### src/rtl/cfp_pkg.sv
// Shared types and constants for the coordinate frame parser.
`timescale 1ns / 1ps
`default_nettype none

package cfp_pkg;

   // Framing characters
   localparam logic [7:0] CH_OPEN  = 8'h5B;
   localparam logic [7:0] CH_CLOSE = 8'h5D;
   localparam logic [7:0] CH_COMMA = 8'h2C;
   localparam logic [7:0] CH_SPACE = 8'h20;
   // Upper nibble that marks a digit byte (0x30..0x3F)
   localparam logic [3:0] DIGIT_TAG = 4'h3;

   // Field widths
   localparam int POS_W   = 16;
   localparam int STEP_W  = POS_W + 1;
   localparam int SPEED_W = 25;
   localparam int HIST_DEPTH = 3;
   localparam int SUM_W   = STEP_W + 2;
   localparam int MAG_W   = SUM_W - 1;

   // Reset value of the jump limit
   localparam logic [POS_W-1:0] JUMP_LIMIT_RESET = 16'd20;

   // Divide by three: floor(n * RECIP3 / 2^RECIP_SHIFT) == floor(n / 3) for n < 2^19
   localparam int RECIP_SHIFT = 20;
   localparam int RECIP_W     = 19;
   localparam logic [RECIP_W-1:0] RECIP3 = 19'd349526;
   localparam int QUO_W = MAG_W + RECIP_W - RECIP_SHIFT;

   // Q8 fraction of r/3 for remainder r
   localparam logic [7:0] THIRD_Q8     = 8'd85;
   localparam logic [7:0] TWO_THIRD_Q8 = 8'd170;

   typedef enum logic [1:0] {
      STAT_OK   = 2'd0,
      STAT_JUMP = 2'd1,
      STAT_BAD  = 2'd2
   } status_type;

   typedef logic signed [STEP_W-1:0] step_type;

   // Frame end event handed from the parser to the result stage
   typedef struct packed {
      logic       valid;
      status_type status;
   } evt_type;

endpackage

`default_nettype wire

### src/rtl/coordinate_frame_parser.sv
// Top level of the coordinate frame parser: handshakes, limit register, result register.
`timescale 1ns / 1ps
`default_nettype none

// Takes one frame byte per clock. The edge that takes a frame end beat sets an
// event register in the parser; the result register takes position, speeds
// and status from it once the result register is free (no result held or
// rsp_stall low). The speed divide by three is a reciprocal multiply between
// the step history and the result register. req_stall rises only while an
// event waits behind a stalled result; with rsp_stall low the block takes one
// byte every cycle. csr_ready is always high; write the jump limit only
// between frames.
module coordinate_frame_parser
   import cfp_pkg::*;
(
   input  wire logic                    clock,
   input  wire logic                    reset,
   // byte input
   input  wire logic                    req_valid,
   output logic                         req_stall,
   input  wire logic [7:0]              req_rx_byte,
   input  wire logic                    req_frame_end,
   input  wire logic                    req_jump_check,
   // results
   output logic                         rsp_valid,
   input  wire logic                    rsp_stall,
   output logic [POS_W-1:0]             rsp_pos_x,
   output logic [POS_W-1:0]             rsp_pos_y,
   output logic signed [SPEED_W-1:0]    rsp_speed_x_q8,
   output logic signed [SPEED_W-1:0]    rsp_speed_y_q8,
   output logic [1:0]                   rsp_frame_status,
   // jump limit register
   input  wire logic                    csr_valid,
   output logic                         csr_ready,
   input  wire logic [POS_W-1:0]        csr_jump_limit
);

   logic [POS_W-1:0] jump_limit_ff;
   logic             beat;
   logic             out_load;
   logic             evt_take;
   evt_type          evt;
   logic [POS_W-1:0] last_x, last_y;
   step_type         hist_x [HIST_DEPTH];
   step_type         hist_y [HIST_DEPTH];
   logic signed [SPEED_W-1:0] speed_x, speed_y;

   logic                      out_valid_ff, out_valid_in;
   logic [POS_W-1:0]          pos_x_ff, pos_y_ff;
   logic signed [SPEED_W-1:0] speed_x_ff, speed_y_ff;
   status_type                status_ff;

   // Limit register
   assign csr_ready = 1'b1;
   always_ff @(posedge clock) begin
      if (reset) begin
         jump_limit_ff <= JUMP_LIMIT_RESET;
      end else if (csr_valid && csr_ready) begin
         jump_limit_ff <= csr_jump_limit;
      end
   end

   // Flow control: result register frees the event register
   assign out_load  = !out_valid_ff || !rsp_stall;
   assign evt_take  = evt.valid && out_load;
   assign req_stall = evt.valid && !out_load;
   assign beat      = req_valid && !req_stall;

   cfp_parser u_parser (
      .clock      (clock),
      .reset      (reset),
      .beat       (beat),
      .rx_byte    (req_rx_byte),
      .frame_end  (req_frame_end),
      .jump_check (req_jump_check),
      .jump_limit (jump_limit_ff),
      .evt_take   (evt_take),
      .evt        (evt),
      .last_x     (last_x),
      .last_y     (last_y),
      .hist_x     (hist_x),
      .hist_y     (hist_y)
   );

   cfp_speed u_speed_x (
      .hist  (hist_x),
      .speed (speed_x)
   );

   cfp_speed u_speed_y (
      .hist  (hist_y),
      .speed (speed_y)
   );

   // Result register
   assign out_valid_in = out_load ? evt.valid : out_valid_ff;
   always_ff @(posedge clock) begin
      if (reset) begin
         out_valid_ff <= 1'b0;
      end else begin
         out_valid_ff <= out_valid_in;
      end
   end

   always_ff @(posedge clock) begin
      if (evt_take) begin
         pos_x_ff   <= last_x;
         pos_y_ff   <= last_y;
         speed_x_ff <= speed_x;
         speed_y_ff <= speed_y;
         status_ff  <= evt.status;
      end
   end

   assign rsp_valid        = out_valid_ff;
   assign rsp_pos_x        = pos_x_ff;
   assign rsp_pos_y        = pos_y_ff;
   assign rsp_speed_x_q8   = speed_x_ff;
   assign rsp_speed_y_q8   = speed_y_ff;
   assign rsp_frame_status = status_ff;

   // Input is only held off by an event stuck behind a stalled result
   a_stall_cause: assert property (@(posedge clock) disable iff (reset)
      req_stall |-> evt.valid && out_valid_ff && rsp_stall)
      else $error("input stalled without a waiting event");

   // A moved event shows up as a result
   a_evt_to_rsp: assert property (@(posedge clock) disable iff (reset)
      evt_take |=> rsp_valid)
      else $error("event lost on its way to the result register");

endmodule

`default_nettype wire

### src/rtl/cfp_parser.sv
// Byte parser: field accumulators, frame check, jump test and step history.
`timescale 1ns / 1ps
`default_nettype none

module cfp_parser
   import cfp_pkg::*;
(
   input  wire logic             clock,
   input  wire logic             reset,
   input  wire logic             beat,
   input  wire logic [7:0]       rx_byte,
   input  wire logic             frame_end,
   input  wire logic             jump_check,
   input  wire logic [POS_W-1:0] jump_limit,
   input  wire logic             evt_take,
   output evt_type               evt,
   output logic [POS_W-1:0]      last_x,
   output logic [POS_W-1:0]      last_y,
   output step_type              hist_x [HIST_DEPTH],
   output step_type              hist_y [HIST_DEPTH]
);

   logic [POS_W-1:0] x_accum_ff, x_accum_in;
   logic [POS_W-1:0] y_accum_ff, y_accum_in;
   logic             second_ff, second_in;
   logic             prev_comma_ff, prev_comma_in;
   logic             opened_ff, opened_in;
   logic             first_ff, first_in;
   logic [POS_W-1:0] last_x_ff, last_x_in;
   logic [POS_W-1:0] last_y_ff, last_y_in;
   step_type         hist_x_ff [HIST_DEPTH];
   step_type         hist_y_ff [HIST_DEPTH];
   logic             push;
   evt_type          evt_ff, evt_in;

   logic [POS_W-1:0]  digit_x, digit_y;
   logic              is_digit;
   step_type          step_x, step_y;
   logic [STEP_W-1:0] mag_x, mag_y;
   logic              far;

   // Decimal accumulate, wraps at 16 bits
   assign is_digit = (rx_byte[7:4] == DIGIT_TAG);
   assign digit_x  = {x_accum_ff[POS_W-4:0], 3'b000} + {x_accum_ff[POS_W-2:0], 1'b0}
                     + {{(POS_W-4){1'b0}}, rx_byte[3:0]};
   assign digit_y  = {y_accum_ff[POS_W-4:0], 3'b000} + {y_accum_ff[POS_W-2:0], 1'b0}
                     + {{(POS_W-4){1'b0}}, rx_byte[3:0]};

   // Step against the last accepted point and jump test
   assign step_x = step_type'({1'b0, x_accum_ff}) - step_type'({1'b0, last_x_ff});
   assign step_y = step_type'({1'b0, y_accum_ff}) - step_type'({1'b0, last_y_ff});
   assign mag_x  = step_x[STEP_W-1] ? (~step_x + 1'b1) : step_x;
   assign mag_y  = step_y[STEP_W-1] ? (~step_y + 1'b1) : step_y;
   assign far    = jump_check && ((mag_x > {1'b0, jump_limit}) || (mag_y > {1'b0, jump_limit}));

   // Next state per accepted beat
   always_comb begin
      x_accum_in    = x_accum_ff;
      y_accum_in    = y_accum_ff;
      second_in     = second_ff;
      prev_comma_in = prev_comma_ff;
      opened_in     = opened_ff;
      first_in      = first_ff;
      last_x_in     = last_x_ff;
      last_y_in     = last_y_ff;
      push          = 1'b0;
      evt_in        = evt_ff;
      if (evt_take) begin
         evt_in.valid = 1'b0;
      end
      if (beat) begin
         if (first_ff) begin
            x_accum_in    = '0;
            y_accum_in    = '0;
            second_in     = 1'b0;
            prev_comma_in = 1'b0;
            opened_in     = (rx_byte == CH_OPEN);
            first_in      = 1'b0;
            if (frame_end) begin
               // a single byte cannot both open and close
               opened_in     = 1'b0;
               first_in      = 1'b1;
               evt_in.valid  = 1'b1;
               evt_in.status = STAT_BAD;
            end
         end else if (!frame_end) begin
            if (is_digit) begin
               if (second_ff) begin
                  y_accum_in = digit_y;
               end else begin
                  x_accum_in = digit_x;
               end
            end else if (rx_byte == CH_SPACE && prev_comma_ff) begin
               second_in = 1'b1;
            end
            prev_comma_in = (rx_byte == CH_COMMA);
         end else begin
            first_in     = 1'b1;
            evt_in.valid = 1'b1;
            if (!(opened_ff && rx_byte == CH_CLOSE)) begin
               evt_in.status = STAT_BAD;
            end else if (far) begin
               evt_in.status = STAT_JUMP;
            end else begin
               evt_in.status = STAT_OK;
               push          = 1'b1;
               last_x_in     = x_accum_ff;
               last_y_in     = y_accum_ff;
            end
         end
      end
   end

   // State registers
   always_ff @(posedge clock) begin
      if (reset) begin
         x_accum_ff    <= '0;
         y_accum_ff    <= '0;
         second_ff     <= 1'b0;
         prev_comma_ff <= 1'b0;
         opened_ff     <= 1'b0;
         first_ff      <= 1'b1;
         last_x_ff     <= '0;
         last_y_ff     <= '0;
         evt_ff.valid  <= 1'b0;
         evt_ff.status <= STAT_OK;
         for (int i = 0; i < HIST_DEPTH; i++) begin
            hist_x_ff[i] <= '0;
            hist_y_ff[i] <= '0;
         end
      end else begin
         x_accum_ff    <= x_accum_in;
         y_accum_ff    <= y_accum_in;
         second_ff     <= second_in;
         prev_comma_ff <= prev_comma_in;
         opened_ff     <= opened_in;
         first_ff      <= first_in;
         last_x_ff     <= last_x_in;
         last_y_ff     <= last_y_in;
         evt_ff        <= evt_in;
         if (push) begin
            hist_x_ff[0] <= step_x;
            hist_y_ff[0] <= step_y;
            for (int i = 1; i < HIST_DEPTH; i++) begin
               hist_x_ff[i] <= hist_x_ff[i-1];
               hist_y_ff[i] <= hist_y_ff[i-1];
            end
         end
      end
   end

   assign evt    = evt_ff;
   assign last_x = last_x_ff;
   assign last_y = last_y_ff;
   assign hist_x = hist_x_ff;
   assign hist_y = hist_y_ff;

   // A frame end beat always rearms the first byte flag
   a_end_rearms: assert property (@(posedge clock) disable iff (reset)
      beat && frame_end |=> first_ff)
      else $error("frame end did not rearm first byte");

   // Position only moves on an accepted frame
   a_pos_hold: assert property (@(posedge clock) disable iff (reset)
      evt_ff.valid && evt_ff.status != STAT_OK |-> $stable(last_x_ff) && $stable(last_y_ff))
      else $error("position moved on a refused frame");

   // Every frame end beat raises an event
   a_evt_raised: assert property (@(posedge clock) disable iff (reset)
      beat && frame_end |=> evt_ff.valid)
      else $error("frame end lost its event");

endmodule

`default_nettype wire

### src/rtl/cfp_speed.sv
// Speed of one axis: sum of three steps times 256 over 3, truncated toward zero.
`timescale 1ns / 1ps
`default_nettype none

module cfp_speed
   import cfp_pkg::*;
(
   input  step_type                   hist [HIST_DEPTH],
   output logic signed [SPEED_W-1:0]  speed
);

   logic signed [SUM_W-1:0]        sum;
   logic                           neg;
   logic [SUM_W-1:0]               mag_full;
   logic [MAG_W-1:0]               mag;
   logic [MAG_W+RECIP_W-1:0]       prod;
   logic [QUO_W-1:0]               quo;
   logic [MAG_W-1:0]               three_q;
   logic [1:0]                     rem;
   logic [7:0]                     frac;
   logic [SPEED_W-1:0]             q_mag;

   // Sum of the history, sign and magnitude
   always_comb begin
      sum = '0;
      for (int i = 0; i < HIST_DEPTH; i++) begin
         sum = sum + SUM_W'(hist[i]);
      end
   end
   assign neg      = sum[SUM_W-1];
   assign mag_full = neg ? (~sum + 1'b1) : sum;
   assign mag      = mag_full[MAG_W-1:0];

   // Magnitude over 3 by reciprocal, then the remainder
   assign prod    = {{RECIP_W{1'b0}}, mag} * {{MAG_W{1'b0}}, RECIP3};
   assign quo     = prod[MAG_W+RECIP_W-1:RECIP_SHIFT];
   assign three_q = MAG_W'({quo, 1'b0}) + MAG_W'(quo);
   assign rem     = 2'(mag - three_q);

   // Q8 part of the remainder over 3
   always_comb begin
      case (rem)
         2'd1:    frac = THIRD_Q8;
         2'd2:    frac = TWO_THIRD_Q8;
         default: frac = 8'd0;
      endcase
   end

   assign q_mag = SPEED_W'({quo, frac});
   assign speed = neg ? signed'(~q_mag + 1'b1) : signed'(q_mag);

endmodule

`default_nettype wire
### config.mk
export PLATFORM = sky130hd
export DESIGN_NAME = coordinate_frame_parser
export DESIGN_NICKNAME = d
export VERILOG_FILES = /design/src/rtl/cfp_pkg.sv /design/src/rtl/coordinate_frame_parser.sv /design/src/rtl/cfp_parser.sv /design/src/rtl/cfp_speed.sv
export SDC_FILE = /design/constraint.sdc
export NUM_CORES = 1
export LEC_CHECK = 0
export ABC_AREA = 1
export BUFFER_PORTS_ARGS = -buffer_cell sky130_fd_sc_hd__buf_4
export CAP_MARGIN = 0
export CELL_PAD_IN_SITES_DETAIL_PLACEMENT = 1
export CELL_PAD_IN_SITES_GLOBAL_PLACEMENT = 1
export CORE_ASPECT_RATIO = 0.6
export CORE_MARGIN = 3
export CORE_UTILIZATION = 48
export DETAILED_ROUTE_END_ITERATION = 7
export PLACE_DENSITY_LB_ADDON = 0.1
export SETUP_SLACK_MARGIN = 0.05
export SLEW_MARGIN = 0
export SYNTH_ARGS = -nofsm -noshare
export SYNTH_HDL_FRONTEND = slang
export SYNTH_SLANG_ARGS = --single-unit
### constraint.sdc
create_clock -name clock -period 10.55 [get_ports clock]
set_input_delay 1.055 -clock clock [delete_from_list [all_inputs] [get_ports clock]]
set_output_delay 1.055 -clock clock [all_outputs]
set_load 0.1 [all_outputs]
# After elaboration in Yosys (flattened, before gate mapping)
# Index checks and enable logic that the tools add are counted.
# W data, S select, Z words.
# totals
regBits	274
out_inout_bits	87
word_cells	125
# classes
n_addsub	20
multipliers	2
magnitude_cmp	2
eq_ne	12
n_mux	36
bitwise	8
reduce_logical	22
# op_table
op	count
$mux W16	8
$mul A18 B18 Y36 const B	2
$add A25 B1 Y25 const B	2
$mux W25	2
$not A25 Y25	2
$add A18 B17 Y19	2
$add A17 B17 Y18	2
$add A18 B1 Y18 const B	2
$mux W18	2
$not A18 Y18	2
$add A17 B1 Y17 const B	2
$gt A17 B16 Y1	2
$mux W17	2
$not A17 Y17	2
$sub A16 B16 Y17	2
$add A16 B16 Y16	2
$add A16 B4 Y16	2
$pmux W8 S2	2
$eq A8 B6 Y1 const B	2
$eq A8 B7 Y1 const B	2
$mux W1	15
$mux W3	4
$reduce_and A4 Y1	3
$logic_and A1 B1 Y1	6
other kinds (14)	28

# Logic depth before layout (Yosys ltp)
# Gate-level depths: netlist of run 1.
# depth
word_depth	13
ltp_mapped	55
mapped_depth_nobuf	55

# By module
# Synthesis of run 1 repeated with hierarchy kept, for this count alone.
# hier_totals
cells_unflattened	4671
area_unflattened_um2	34376.7
# modules_own_cells
mod	n_inst	cells_per_inst	area_each_um2	seq_area_each_um2
cfp_parser	1	1794	12239.2	3463.3
cfp_speed at u_speed_x	1	1352	9462.8	0.0
cfp_speed at u_speed_y	1	1332	9430.3	0.0
coordinate_frame_parser	1	193	3244.4	2862.7

# Worst setup path before layout of run 1
# No wires, ideal clock.
# synth_timing
kind	reg2reg
startpoint	register u_parser.hist_x_ff (netlist bit u_parser.hist_x[2])
endpoint	register speed_x_ff[19], in the netlist rsp_speed_x_q8[19] (data pin)
arrival_time_ps	8995
required_time_ps	10294
path_slack_ps	1299
stages_incl_launch_ff	51
period_less_slack_ps	9251
cell_sequence	dfxtp_1 > inv_1 > fa_1 > inv_1 > ha_1 > nand3_1 > nand3_1 > nand3_1 > nand3_1 > nand3_1 > nand2_1 > a21oi_1 > inv_1 > nand2_1 > nand2_1 > inv_1 > buf_2 > clkbuf_1 > [... 15 more ...] > inv_1 > a21o_1 > nand2_1 > inv_1 > ha_1 > xor2_1 > xor2_1 > inv_1 > ha_1 > inv_1 > nor2_1 > nand3_1 > nor2_1 > nand2_1 > o21ai_1 > nand2_1 > nor3_1 > nor2_1
# synth_between
elab_chain_cells	12
# synth_rtl
element	line_no	text
start: declaration	cfp_parser.sv:31	step_type hist_x_ff [HIST_DEPTH];
start signal: indexed assignment	cfp_parser.sv:145	hist_x_ff[i] <= hist_x_ff[i-1];
$add A18 B17 Y19 *	cfp_speed.sv:27	sum = sum + SUM_W'(hist[i]);
$not A18 Y18	cfp_speed.sv:31	assign mag_full = neg ? (~sum + 1'b1) : sum;
$add A18 B1 Y18	cfp_speed.sv:31	
$mux W18	cfp_speed.sv:31	
$mul A18 B18 Y36	cfp_speed.sv:35	assign prod = {{RECIP_W{1'b0}}, mag} * {{MAG_W{1'b0}}, RECIP3};
$add A2 B2 Y2	cfp_speed.sv:37	assign three_q = MAG_W'({quo, 1'b0}) + MAG_W'(quo);
$sub A2 B2 Y2	cfp_speed.sv:38	assign rem = 2'(mag - three_q);
$eq A2 B2 Y1 / $eq A2 B1 Y1 (equally long branches)	cfp_speed.sv:42	case (rem)
$pmux W8 S2	cfp_speed.sv:42	
$not A25 Y25	cfp_speed.sv:50	assign speed = neg ? signed'(~q_mag + 1'b1) : signed'(q_mag);
$add A25 B1 Y25	cfp_speed.sv:50	
$mux W25 *	cfp_speed.sv:50	
net speed_x[19]	coordinate_frame_parser.sv:46	logic signed [SPEED_W-1:0] speed_x, speed_y;
end signal: assignment	coordinate_frame_parser.sv:109	speed_x_ff <= speed_x;
end: declaration	coordinate_frame_parser.sv:50	logic signed [SPEED_W-1:0] speed_x_ff, speed_y_ff;
# The timed path passes the listed nets; every way through them passes the cells marked *.
# A chain may end at the register's enable or synchronous reset.

# Worst setup path in the final report of run 1
# Ends and elaborated chain as after synthesis.

==> metrics.sh, run 1 <==
WORSTREG2REGSTART='u_parser.hist_x[2]$_SDFFE_PP0P_'
DP_HPWL_MM=82.2
GLOBALROUTE.TOTALOVERFLOW=0
LAYOUT.CELLS.MOST_COMMON_LIST='sky130_fd_sc_hd__inv_1 (880), sky130_fd_sc_hd__nand2_1 (777), sky130_fd_sc_hd__ha_1 (468)'
PLACED_CELL_AREA_UM2=33900
PRE_CTS_WS_NS=-0.130
CLOCK_PATH_BUFFERS=3
CLOCK-SKEW-FINAL_NS=0.0310
REGTOREGENDPOINT='rsp_speed_x_q8[19]$_DFFE_PP_'
START_UTIL=0.493
CTS_HOLD_BUF=0
STATUS='completed'
YOSYSWARNINGCOUNT=0
IO_PINS=118
POST_SYNTH_MAIN_AREA_CONTRIBUTORS='sky130_fd_sc_hd__ha_1 (18%), sky130_fd_sc_hd__fa_1 (16%), sky130_fd_sc_hd__dfxtp_1 (12%)'
MAXSLEWHEADROOM=0.221
CRITPATHARRIVALTIME_NS=10.51
CRITICAL_PATH.ENDPOINT_TYPE='register'
WORSTSETUPPATHTYPE='reg2reg'
REMAINING_NUMBER_OF_NETS_FLAGGED_BY_THE_ANTENNA_CHECK_AFTER_ROUTING=0
MULTI_INPUT_COMB_AREA_UM2=22600
FIN_NETS=5114
CAP_VIOL_MAX_COUNT=0
P_PER_AREA_nW_PER_UM2=65.9
FINAL_LAYOUT_SIZE_SUFFIX_GT1_FRAC=0.0685
CRIT_SLOWEST_CELL='sky130_fd_sc_hd__fa_1'
DRT-PASS1-ITER-COUNT=5
DR_WL_CELL_UM=19.2
LAYOUT-AREA-OVERHEAD-VS-SYNTH_PCT=9.44
CTS_ROOT_BUF='sky130_fd_sc_hd__clkbuf_16'
FIRST_GLOBAL_VIAS=29300
TIMING.HOLD.WORST.START='u_parser.last_x[13]$_SDFFE_PP0P_'
TIMING.HOLD.WORST_ENDPOINT='rsp_pos_x[13]$_DFFE_PP_'
DETAILROUTE.VIA_COUNT=28000
FINAL_CRITICAL_PATH_SETUP_SLACK_NS=0.505
SYN_NETS=5031
WORST-ENDPOINT-REQUIRED_NS=11.01
DIEAREA_UM2=70400
ROUTED_WIRE_LENGTH_MM=101
POST-ROUTE-PERIOD-UTIL=0.952
HOLD_VIOL_FINAL=0
GRT_START_MAX_NET_PINS=141
VDD.IR_DROP.WORST_V=0.000134
DETAILED_ROUTE_DRC_ERROR_COUNT=0
MIN_PATH_CELLS=0
PLACE.GP.CONGESTION=0.929
COUNT_OF_BUFFERS_FROM_PORT_BUFFERING=116
DOMINANTREGCELLSYNTH='sky130_fd_sc_hd__dfxtp_1'
LAYOUT_COMMONEST_CELL='sky130_fd_sc_hd__inv_1'
FILLER_CELL_COUNT=8342
WORST_SETUP_HOLD_PATH_CLK_SLEW_NS=0.06
SETUP_VIOL=0
CP.BUFFERS_INVERTERS=11
CRITICAL-PATH-TOP-CELL-BY-COUNT='sky130_fd_sc_hd__inv_1'
AREA_OF_THE_PLACEABLE_CORE_UM2=65400
RR_WORST_DEPTH=49
SYNTH_SEQUENTIAL_AREA_RATIO=0.189
P_TOTAL_uW=2320
GRT.TOTAL_USAGE=0.285
YOSYS_REGISTER_BITS=266
MAXCLOCKFREQUENCY_MHz=99.5
YOSYS.AREA.TOP_TYPE_SHARE=0.184
NETLIST_AREA_UM2=32200
CTS_HTREE_LEVELS=1
PATH_DELAY_FAMILY='adder cells'
SYN-MEAN-INSTANCE-AREA_UM2=7.56
FINAL_DESIGN_AREA_NO_FILL_UM2=35300
CTS_TREE='built'
WORST_HOLD_PATH_TYPE='reg2reg'
FINAL_PERIOD_MINUS_WORST_SETUP_SLACK_NS=10.05
ROW_COUNT=72
CRIT_PATH_MAX_FANOUT=8
CLOCK_SINK_COUNT=266
GLOBAL_ROUTE_WIRE_LENGTH_BEFORE_REPAIR_MM=161
SYNTH_TOP_AREA_CELL='sky130_fd_sc_hd__ha_1'
VIAS_PER_STD_CELL=5.33
ANTENNA_CELLS_INSERTED=0
REGISTER_AREA_UM2=6090
R2R_SLACK_NS=0.50
POSTSYNTHCELLCOUNT=4262
STARTPOINT_TYPE='register'
DRT_ITER0_MARKERS=1792
SYNTH.DISTINCT_CELLS=49
ANTENNA_FOUND_INITIAL=0
ASYNCSETRESETFLOPFRACSYNTH=0
DIEHEIGHT_UM=207
LARGEST_STAGE_DELAY_ON_THE_CRITICAL_PATH_NS=0.66
CLK_LATENCY_NS=0.63
CELLLEAKAGEPOWER_uW=0.0189
CTS-BUFFERS-INSERTED=29
WORST-SLEW-PIN-TRANSITION_NS=1.17
FINALMAXSLEWVIOLATIONS=0
SYNTH-EDFF-COUNT=76
CHIPWIDTH_UM=340
## layout make-up
cell class,count,area share
tap,888,0.0315
clock inverter,19,0.00557
inverter,890,0.0952
clock buffer,35,0.0226
multi-input combinational,3005,0.640
sequential,266,0.173
timing repair buffer,153,0.0328
## power by group
part / switching, µW / internal, µW
clock network: 478 / 616
registers: 5.11 / 1060
logic: 127 / 37.8
total: 611 / 1710
## what timing repair did
item | CTS | global route
resized for setup | 3 | 70
setup buffers | 0 | 12
setup endpoints to repair | 7 | 32
pin swaps | 0 | 5
endpoints found under the hold margin | 0 | 0
## flip-flops by register name, indices dropped and copies added (netlist names), 2 cells and up
signal,cells
u_parser.hist_y,51
u_parser.evt,3
rsp_pos_y,16
u_parser.last_y,16
rsp_pos_x,16
rsp_frame_status,2
rsp_speed_y_q8,21
u_parser.x_accum_ff,16
u_parser.last_x,16
jump_limit_ff,16
u_parser.hist_x,51
u_parser.y_accum_ff,16
rsp_speed_x_q8,21
## metal layers
metal / vias up / part of all wire / global-route usage
met5: - / 0 / 0
met3: 100 / 0.057 / 0.0449
met4: 0 / 0.014 / 0.0331
li1: 13600 / - / -
met1: 13700 / 0.51 / 0.431
met2: 624 / 0.42 / 0.439
## worst max-delay path by stage
stage               depth (start not counted)                        startpoint  slack (ns)                            to
finish                                     49   u_parser.hist_x[2]$_SDFFE_PP0P_        0.50  rsp_speed_x_q8[19]$_DFFE_PP_
global route                               47   u_parser.hist_x[1]$_SDFFE_PP0P_       -0.22  rsp_speed_x_q8[19]$_DFFE_PP_
CTS                                        48  u_parser.hist_x[19]$_SDFFE_PP0P_        0.07  rsp_speed_x_q8[24]$_DFFE_PP_
detailed placement                         48  u_parser.hist_x[41]$_SDFFE_PP0P_       -0.13  rsp_speed_x_q8[23]$_DFFE_PP_
global placement                           50   u_parser.hist_x[2]$_SDFFE_PP0P_        0.48  rsp_speed_x_q8[23]$_DFFE_PP_
floorplan                                  50   u_parser.hist_x[2]$_SDFFE_PP0P_        1.30  rsp_speed_x_q8[19]$_DFFE_PP_
## per-stage QoR
| step | utilization | hold WS (ns) | TNS (ns) | std cells |
|---|---|---|---|---|
| finish | 0.539 | 0.460 | 0 | 5256 |
| global route | 0.539 | 0.475 | -1.21 | 5256 |
| CTS | 0.533 | 0.460 | 0 | 5244 |
| detailed placement | 0.518 | 0.444 | -0.438 | 5190 |
| global placement | 0.518 | 0.442 | 0 | 5190 |
| floorplan | - | 0.403 | 0 | 4262 |
## synth_stat cells, drive strengths merged, types with 14 or more instances
| library cell | number |
|---|---|
| inv | 889 |
| nand2 | 787 |
| ha | 474 |
| nor2 | 372 |
| a21oi | 343 |
| fa | 264 |
| nand3 | 220 |
| dfxtp | 190 |
| o21ai | 120 |
| xor2 | 100 |
| nand3b | 92 |
| edfxtp | 76 |
| clkbuf | 53 |
| buf | 48 |
| xnor2 | 42 |
| nand4 | 39 |
| nor3 | 35 |
| a21o | 19 |
| a31oi | 16 |
| or2 | 16 |
| o21bai | 14 |
## cell families (layout without fill, tap and decap cells)
kind of cell / after synthesis / count (layout) / synth area share
adders and majority gates: 738 / 738 / 0.348
and+or+nand+nor: 1578 / 1578 / 0.211
xor gates and xnor gates: 142 / 142 / 0.0394
AOI/OAI and AO/OA: 546 / 546 / 0.0914
DFF: 266 / 266 / 0.189
other: 1 / 1 / 0.000116
buffers and inverters: 991 / 1097 / 0.121
Note: power is estimated with default switching activity, not from simulation.
==> run 2, diff against run 1 <==
--- a/config.mk
+++ b/config.mk
@@ -6,14 +6,14 @@
 export NUM_CORES = 1
 export LEC_CHECK = 0
 export ABC_AREA = 1
-export BUFFER_PORTS_ARGS = -buffer_cell sky130_fd_sc_hd__buf_4
 export CAP_MARGIN = 0
 export CELL_PAD_IN_SITES_DETAIL_PLACEMENT = 1
 export CELL_PAD_IN_SITES_GLOBAL_PLACEMENT = 1
 export CORE_ASPECT_RATIO = 0.6
 export CORE_MARGIN = 3
-export CORE_UTILIZATION = 48
+export CORE_UTILIZATION = 50
 export DETAILED_ROUTE_END_ITERATION = 7
+export DONT_BUFFER_PORTS = 1
 export PLACE_DENSITY_LB_ADDON = 0.1
 export SETUP_SLACK_MARGIN = 0.05
 export SLEW_MARGIN = 0
==> metrics.sh, run 2 (synthesis results as in run 1) <==
DR_WL_CELL_UM=19.9  # +3.5%
GRT.TOTAL_USAGE=0.297  # +0.0122
COUNT_OF_BUFFERS_FROM_PORT_BUFFERING=0  # -100%
LAYOUT-AREA-OVERHEAD-VS-SYNTH_PCT=7.69
TIMING.HOLD.WORST.START='u_parser.evt[1]$_SDFFE_PP0P_'
CELLLEAKAGEPOWER_uW=0.0185  # -2.2%
FINAL_LAYOUT_SIZE_SUFFIX_GT1_FRAC=0.0506  # -0.0179
WORSTSETUPPATHTYPE='reg2reg'
FIN_NETS=5017  # -1.9%
WORST_HOLD_SLACK_ACROSS_ALL_ENDPOINTS_NS=0.443  # -0.0173 ns
LAYOUT_COMMONEST_CELL='sky130_fd_sc_hd__inv_1'
REMAINING_NUMBER_OF_NETS_FLAGGED_BY_THE_ANTENNA_CHECK_AFTER_ROUTING=0  # unchanged
VDD.IR_DROP.WORST_V=0.000144  # +7.9%
CTS-BUFFERS-INSERTED=29  # unchanged
MAXSLEWHEADROOM=0.232  # +0.0112
FINALMAXSLEWVIOLATIONS=0  # unchanged
STATUS='completed'
ANTENNA_CELLS_INSERTED=0  # unchanged
CLOCK_SINK_COUNT=266  # unchanged
CTS_TREE='built'
DIEHEIGHT_UM=203  # -2.0%
P_PER_AREA_nW_PER_UM2=67.5  # +2.4%
ANTENNA_FOUND_INITIAL=1  # +1
CRITICAL_PATH.ENDPOINT_TYPE='register'
DRT-PASS1-ITER-COUNT=5  # unchanged
CRITICAL-PATH-TOP-CELL-BY-COUNT='sky130_fd_sc_hd__inv_1'
VIAS_PER_STD_CELL=5.43  # +2.0%
WORST_SETUP_HOLD_PATH_CLK_SLEW_NS=0.07  # about the same
FINAL_CRITICAL_PATH_SETUP_SLACK_NS=0.614  # +0.110 ns
CHIPWIDTH_UM=334  # -2.0%
CRITPATHARRIVALTIME_NS=10.38  # -0.13 ns
PLACE.GP.CONGESTION=0.935  # +0.61%
DIEAREA_UM2=67600  # -3.9%
DP_HPWL_MM=81.8  # -0.45%
CRIT_SLOWEST_CELL='sky130_fd_sc_hd__fa_1'
GRT_START_MAX_NET_PINS=219  # +55%
MAXCLOCKFREQUENCY_MHz=101  # +1.1%
WORST-SLEW-PIN-TRANSITION_NS=1.15  # -0.0180 ns
FIRST_GLOBAL_VIAS=28700  # -2.1%
CLOCK-SKEW-FINAL_NS=0.0364  # +0.00540 ns
STARTPOINT_TYPE='register'
START_UTIL=0.510  # +0.0175
P_TOTAL_uW=2340  # +0.73%
CTS_ROOT_BUF='sky130_fd_sc_hd__clkbuf_16'
DP_CELLS=5028  # -3.1%
DRT_ITER0_MARKERS=1757  # -2.0%
WORSTREG2REGSTART='u_parser.hist_x[2]$_SDFFE_PP0P_'
LAYOUT.CELLS.MOST_COMMON_LIST='sky130_fd_sc_hd__inv_1 (874), sky130_fd_sc_hd__nand2_1 (777), sky130_fd_sc_hd__ha_1 (465)'
MIN_PATH_CELLS=0  # unchanged
CLK_LATENCY_NS=0.64  # about the same
GLOBALROUTE.TOTALOVERFLOW=0  # unchanged
DETAILED_ROUTE_DRC_ERROR_COUNT=0  # unchanged
PLACED_CELL_AREA_UM2=33100  # -2.4%
REGTOREGENDPOINT='rsp_speed_x_q8[19]$_DFFE_PP_'
R2R_SLACK_NS=0.61  # +0.11 ns
LARGEST_STAGE_DELAY_ON_THE_CRITICAL_PATH_NS=0.60  # -0.06 ns
HOLD_VIOL_FINAL=0  # unchanged
FINAL_PERIOD_MINUS_WORST_SETUP_SLACK_NS=9.94  # -0.110 ns
FINAL_CELL_COUNT_NO_FILL=5110  # -2.8%
WORST_HOLD_PATH_TYPE='reg2reg'
SETUP_VIOL=0  # unchanged
PRE_CTS_WS_NS=-0.233  # -0.103 ns
WORST-ENDPOINT-REQUIRED_NS=10.99  # -0.02 ns
FINAL_DESIGN_AREA_NO_FILL_UM2=34700  # -1.6%
IO_PINS=118  # unchanged
CLOCK_PATH_BUFFERS=3  # unchanged
ROW_COUNT=71  # -1.4%
CAP_VIOL_MAX_COUNT=0  # unchanged
CTS_HTREE_LEVELS=1  # unchanged
CRIT_PATH_MAX_FANOUT=11  # +3
AREA_OF_THE_PLACEABLE_CORE_UM2=63200  # -3.4%
DETAILROUTE.VIA_COUNT=27800  # -0.86%
POST-ROUTE-PERIOD-UTIL=0.942  # -0.0104
GLOBAL_ROUTE_WIRE_LENGTH_BEFORE_REPAIR_MM=161  # -0.42%
RR_WORST_DEPTH=50  # +2.0%
ROUTED_WIRE_LENGTH_MM=102  # +0.66%
TIMING.HOLD.WORST_ENDPOINT='rsp_frame_status[1]$_DFFE_PP_'
run 2: repair_timing:
action / CTS / global route
pin swaps: 0 / 14
resized for setup: 6 / 82
hold buffers: 0 / 0
cloned: 0 / 1
setup buffers: 0 / 27
endpoints found under the setup margin: 7 / 34
run 2: worst max path at each step:
stage                                   endpoint                       startpoint  depth (start not counted)  slack (ns)
floorplan           rsp_speed_x_q8[19]$_DFFE_PP_  u_parser.hist_x[2]$_SDFFE_PP0P_                         50        1.30
global placement    rsp_speed_x_q8[23]$_DFFE_PP_  u_parser.hist_x[2]$_SDFFE_PP0P_                         49        0.42
detailed placement  rsp_speed_x_q8[19]$_DFFE_PP_  u_parser.hist_x[2]$_SDFFE_PP0P_                         50       -0.23
CTS                 rsp_speed_x_q8[19]$_DFFE_PP_  u_parser.hist_x[2]$_SDFFE_PP0P_                         50        0.06
global route        rsp_speed_x_q8[19]$_DFFE_PP_  u_parser.hist_x[1]$_SDFFE_PP0P_                         54       -0.03
finish              rsp_speed_x_q8[19]$_DFFE_PP_  u_parser.hist_x[2]$_SDFFE_PP0P_                         50        0.61
run 2: final cells by class:
class / count / area, µm²
Clock buffer: 42 / 911
Clock inverter: 12 / 119
Fill cell: 7935 / 28500
Inverter: 890 / 3350
Multi-Input combinational cell: 3005 / 22700
Sequential cell: 266 / 6090
Tap cell: 839 / 1050
Timing Repair Buffer: 55 / 526
Timing Repair inverter: 1 / 5.00
run 2: stage by stage:
stage                     setup TNS [ns]  utilization
after floorplan                        0            -
after global placement                 0        0.524
after detailed placement          -0.410        0.524
after CTS                              0        0.540
after global routing             -0.0392        0.549
final                                  0        0.549
run 2: metal layers:
layer | up-vias | GRT usage | share of wire | routed length [µm]
li1 | 13500 | - | - | -
met1 | 13500 | 0.449 | 0.50 | 50700
met2 | 655 | 0.446 | 0.42 | 42800
met3 | 107 | 0.0590 | 0.065 | 6590
met4 | 0 | 0.0402 | 0.017 | 1690
met5 | - | 0 | 0 | 0
run 2: where the power goes:
part	switching [µW]	total, µW	internal [µW]
sequential	47.6	1110	1060
combinational	77.1	102	24.9
clock	500	1130	632
total	625	2340	1720
run 2: critical path, delay by kind of cell, from the launching register on:
family,cells,cell delay (ns)
AOI/OAI and AO/OA,4,0.76
xor gates and xnor gates,3,0.64
buffers and inverters,12,1.08
and+or+nand+nor,20,2.19
DFF,1,0.34
adders and majority gates,11,4.72
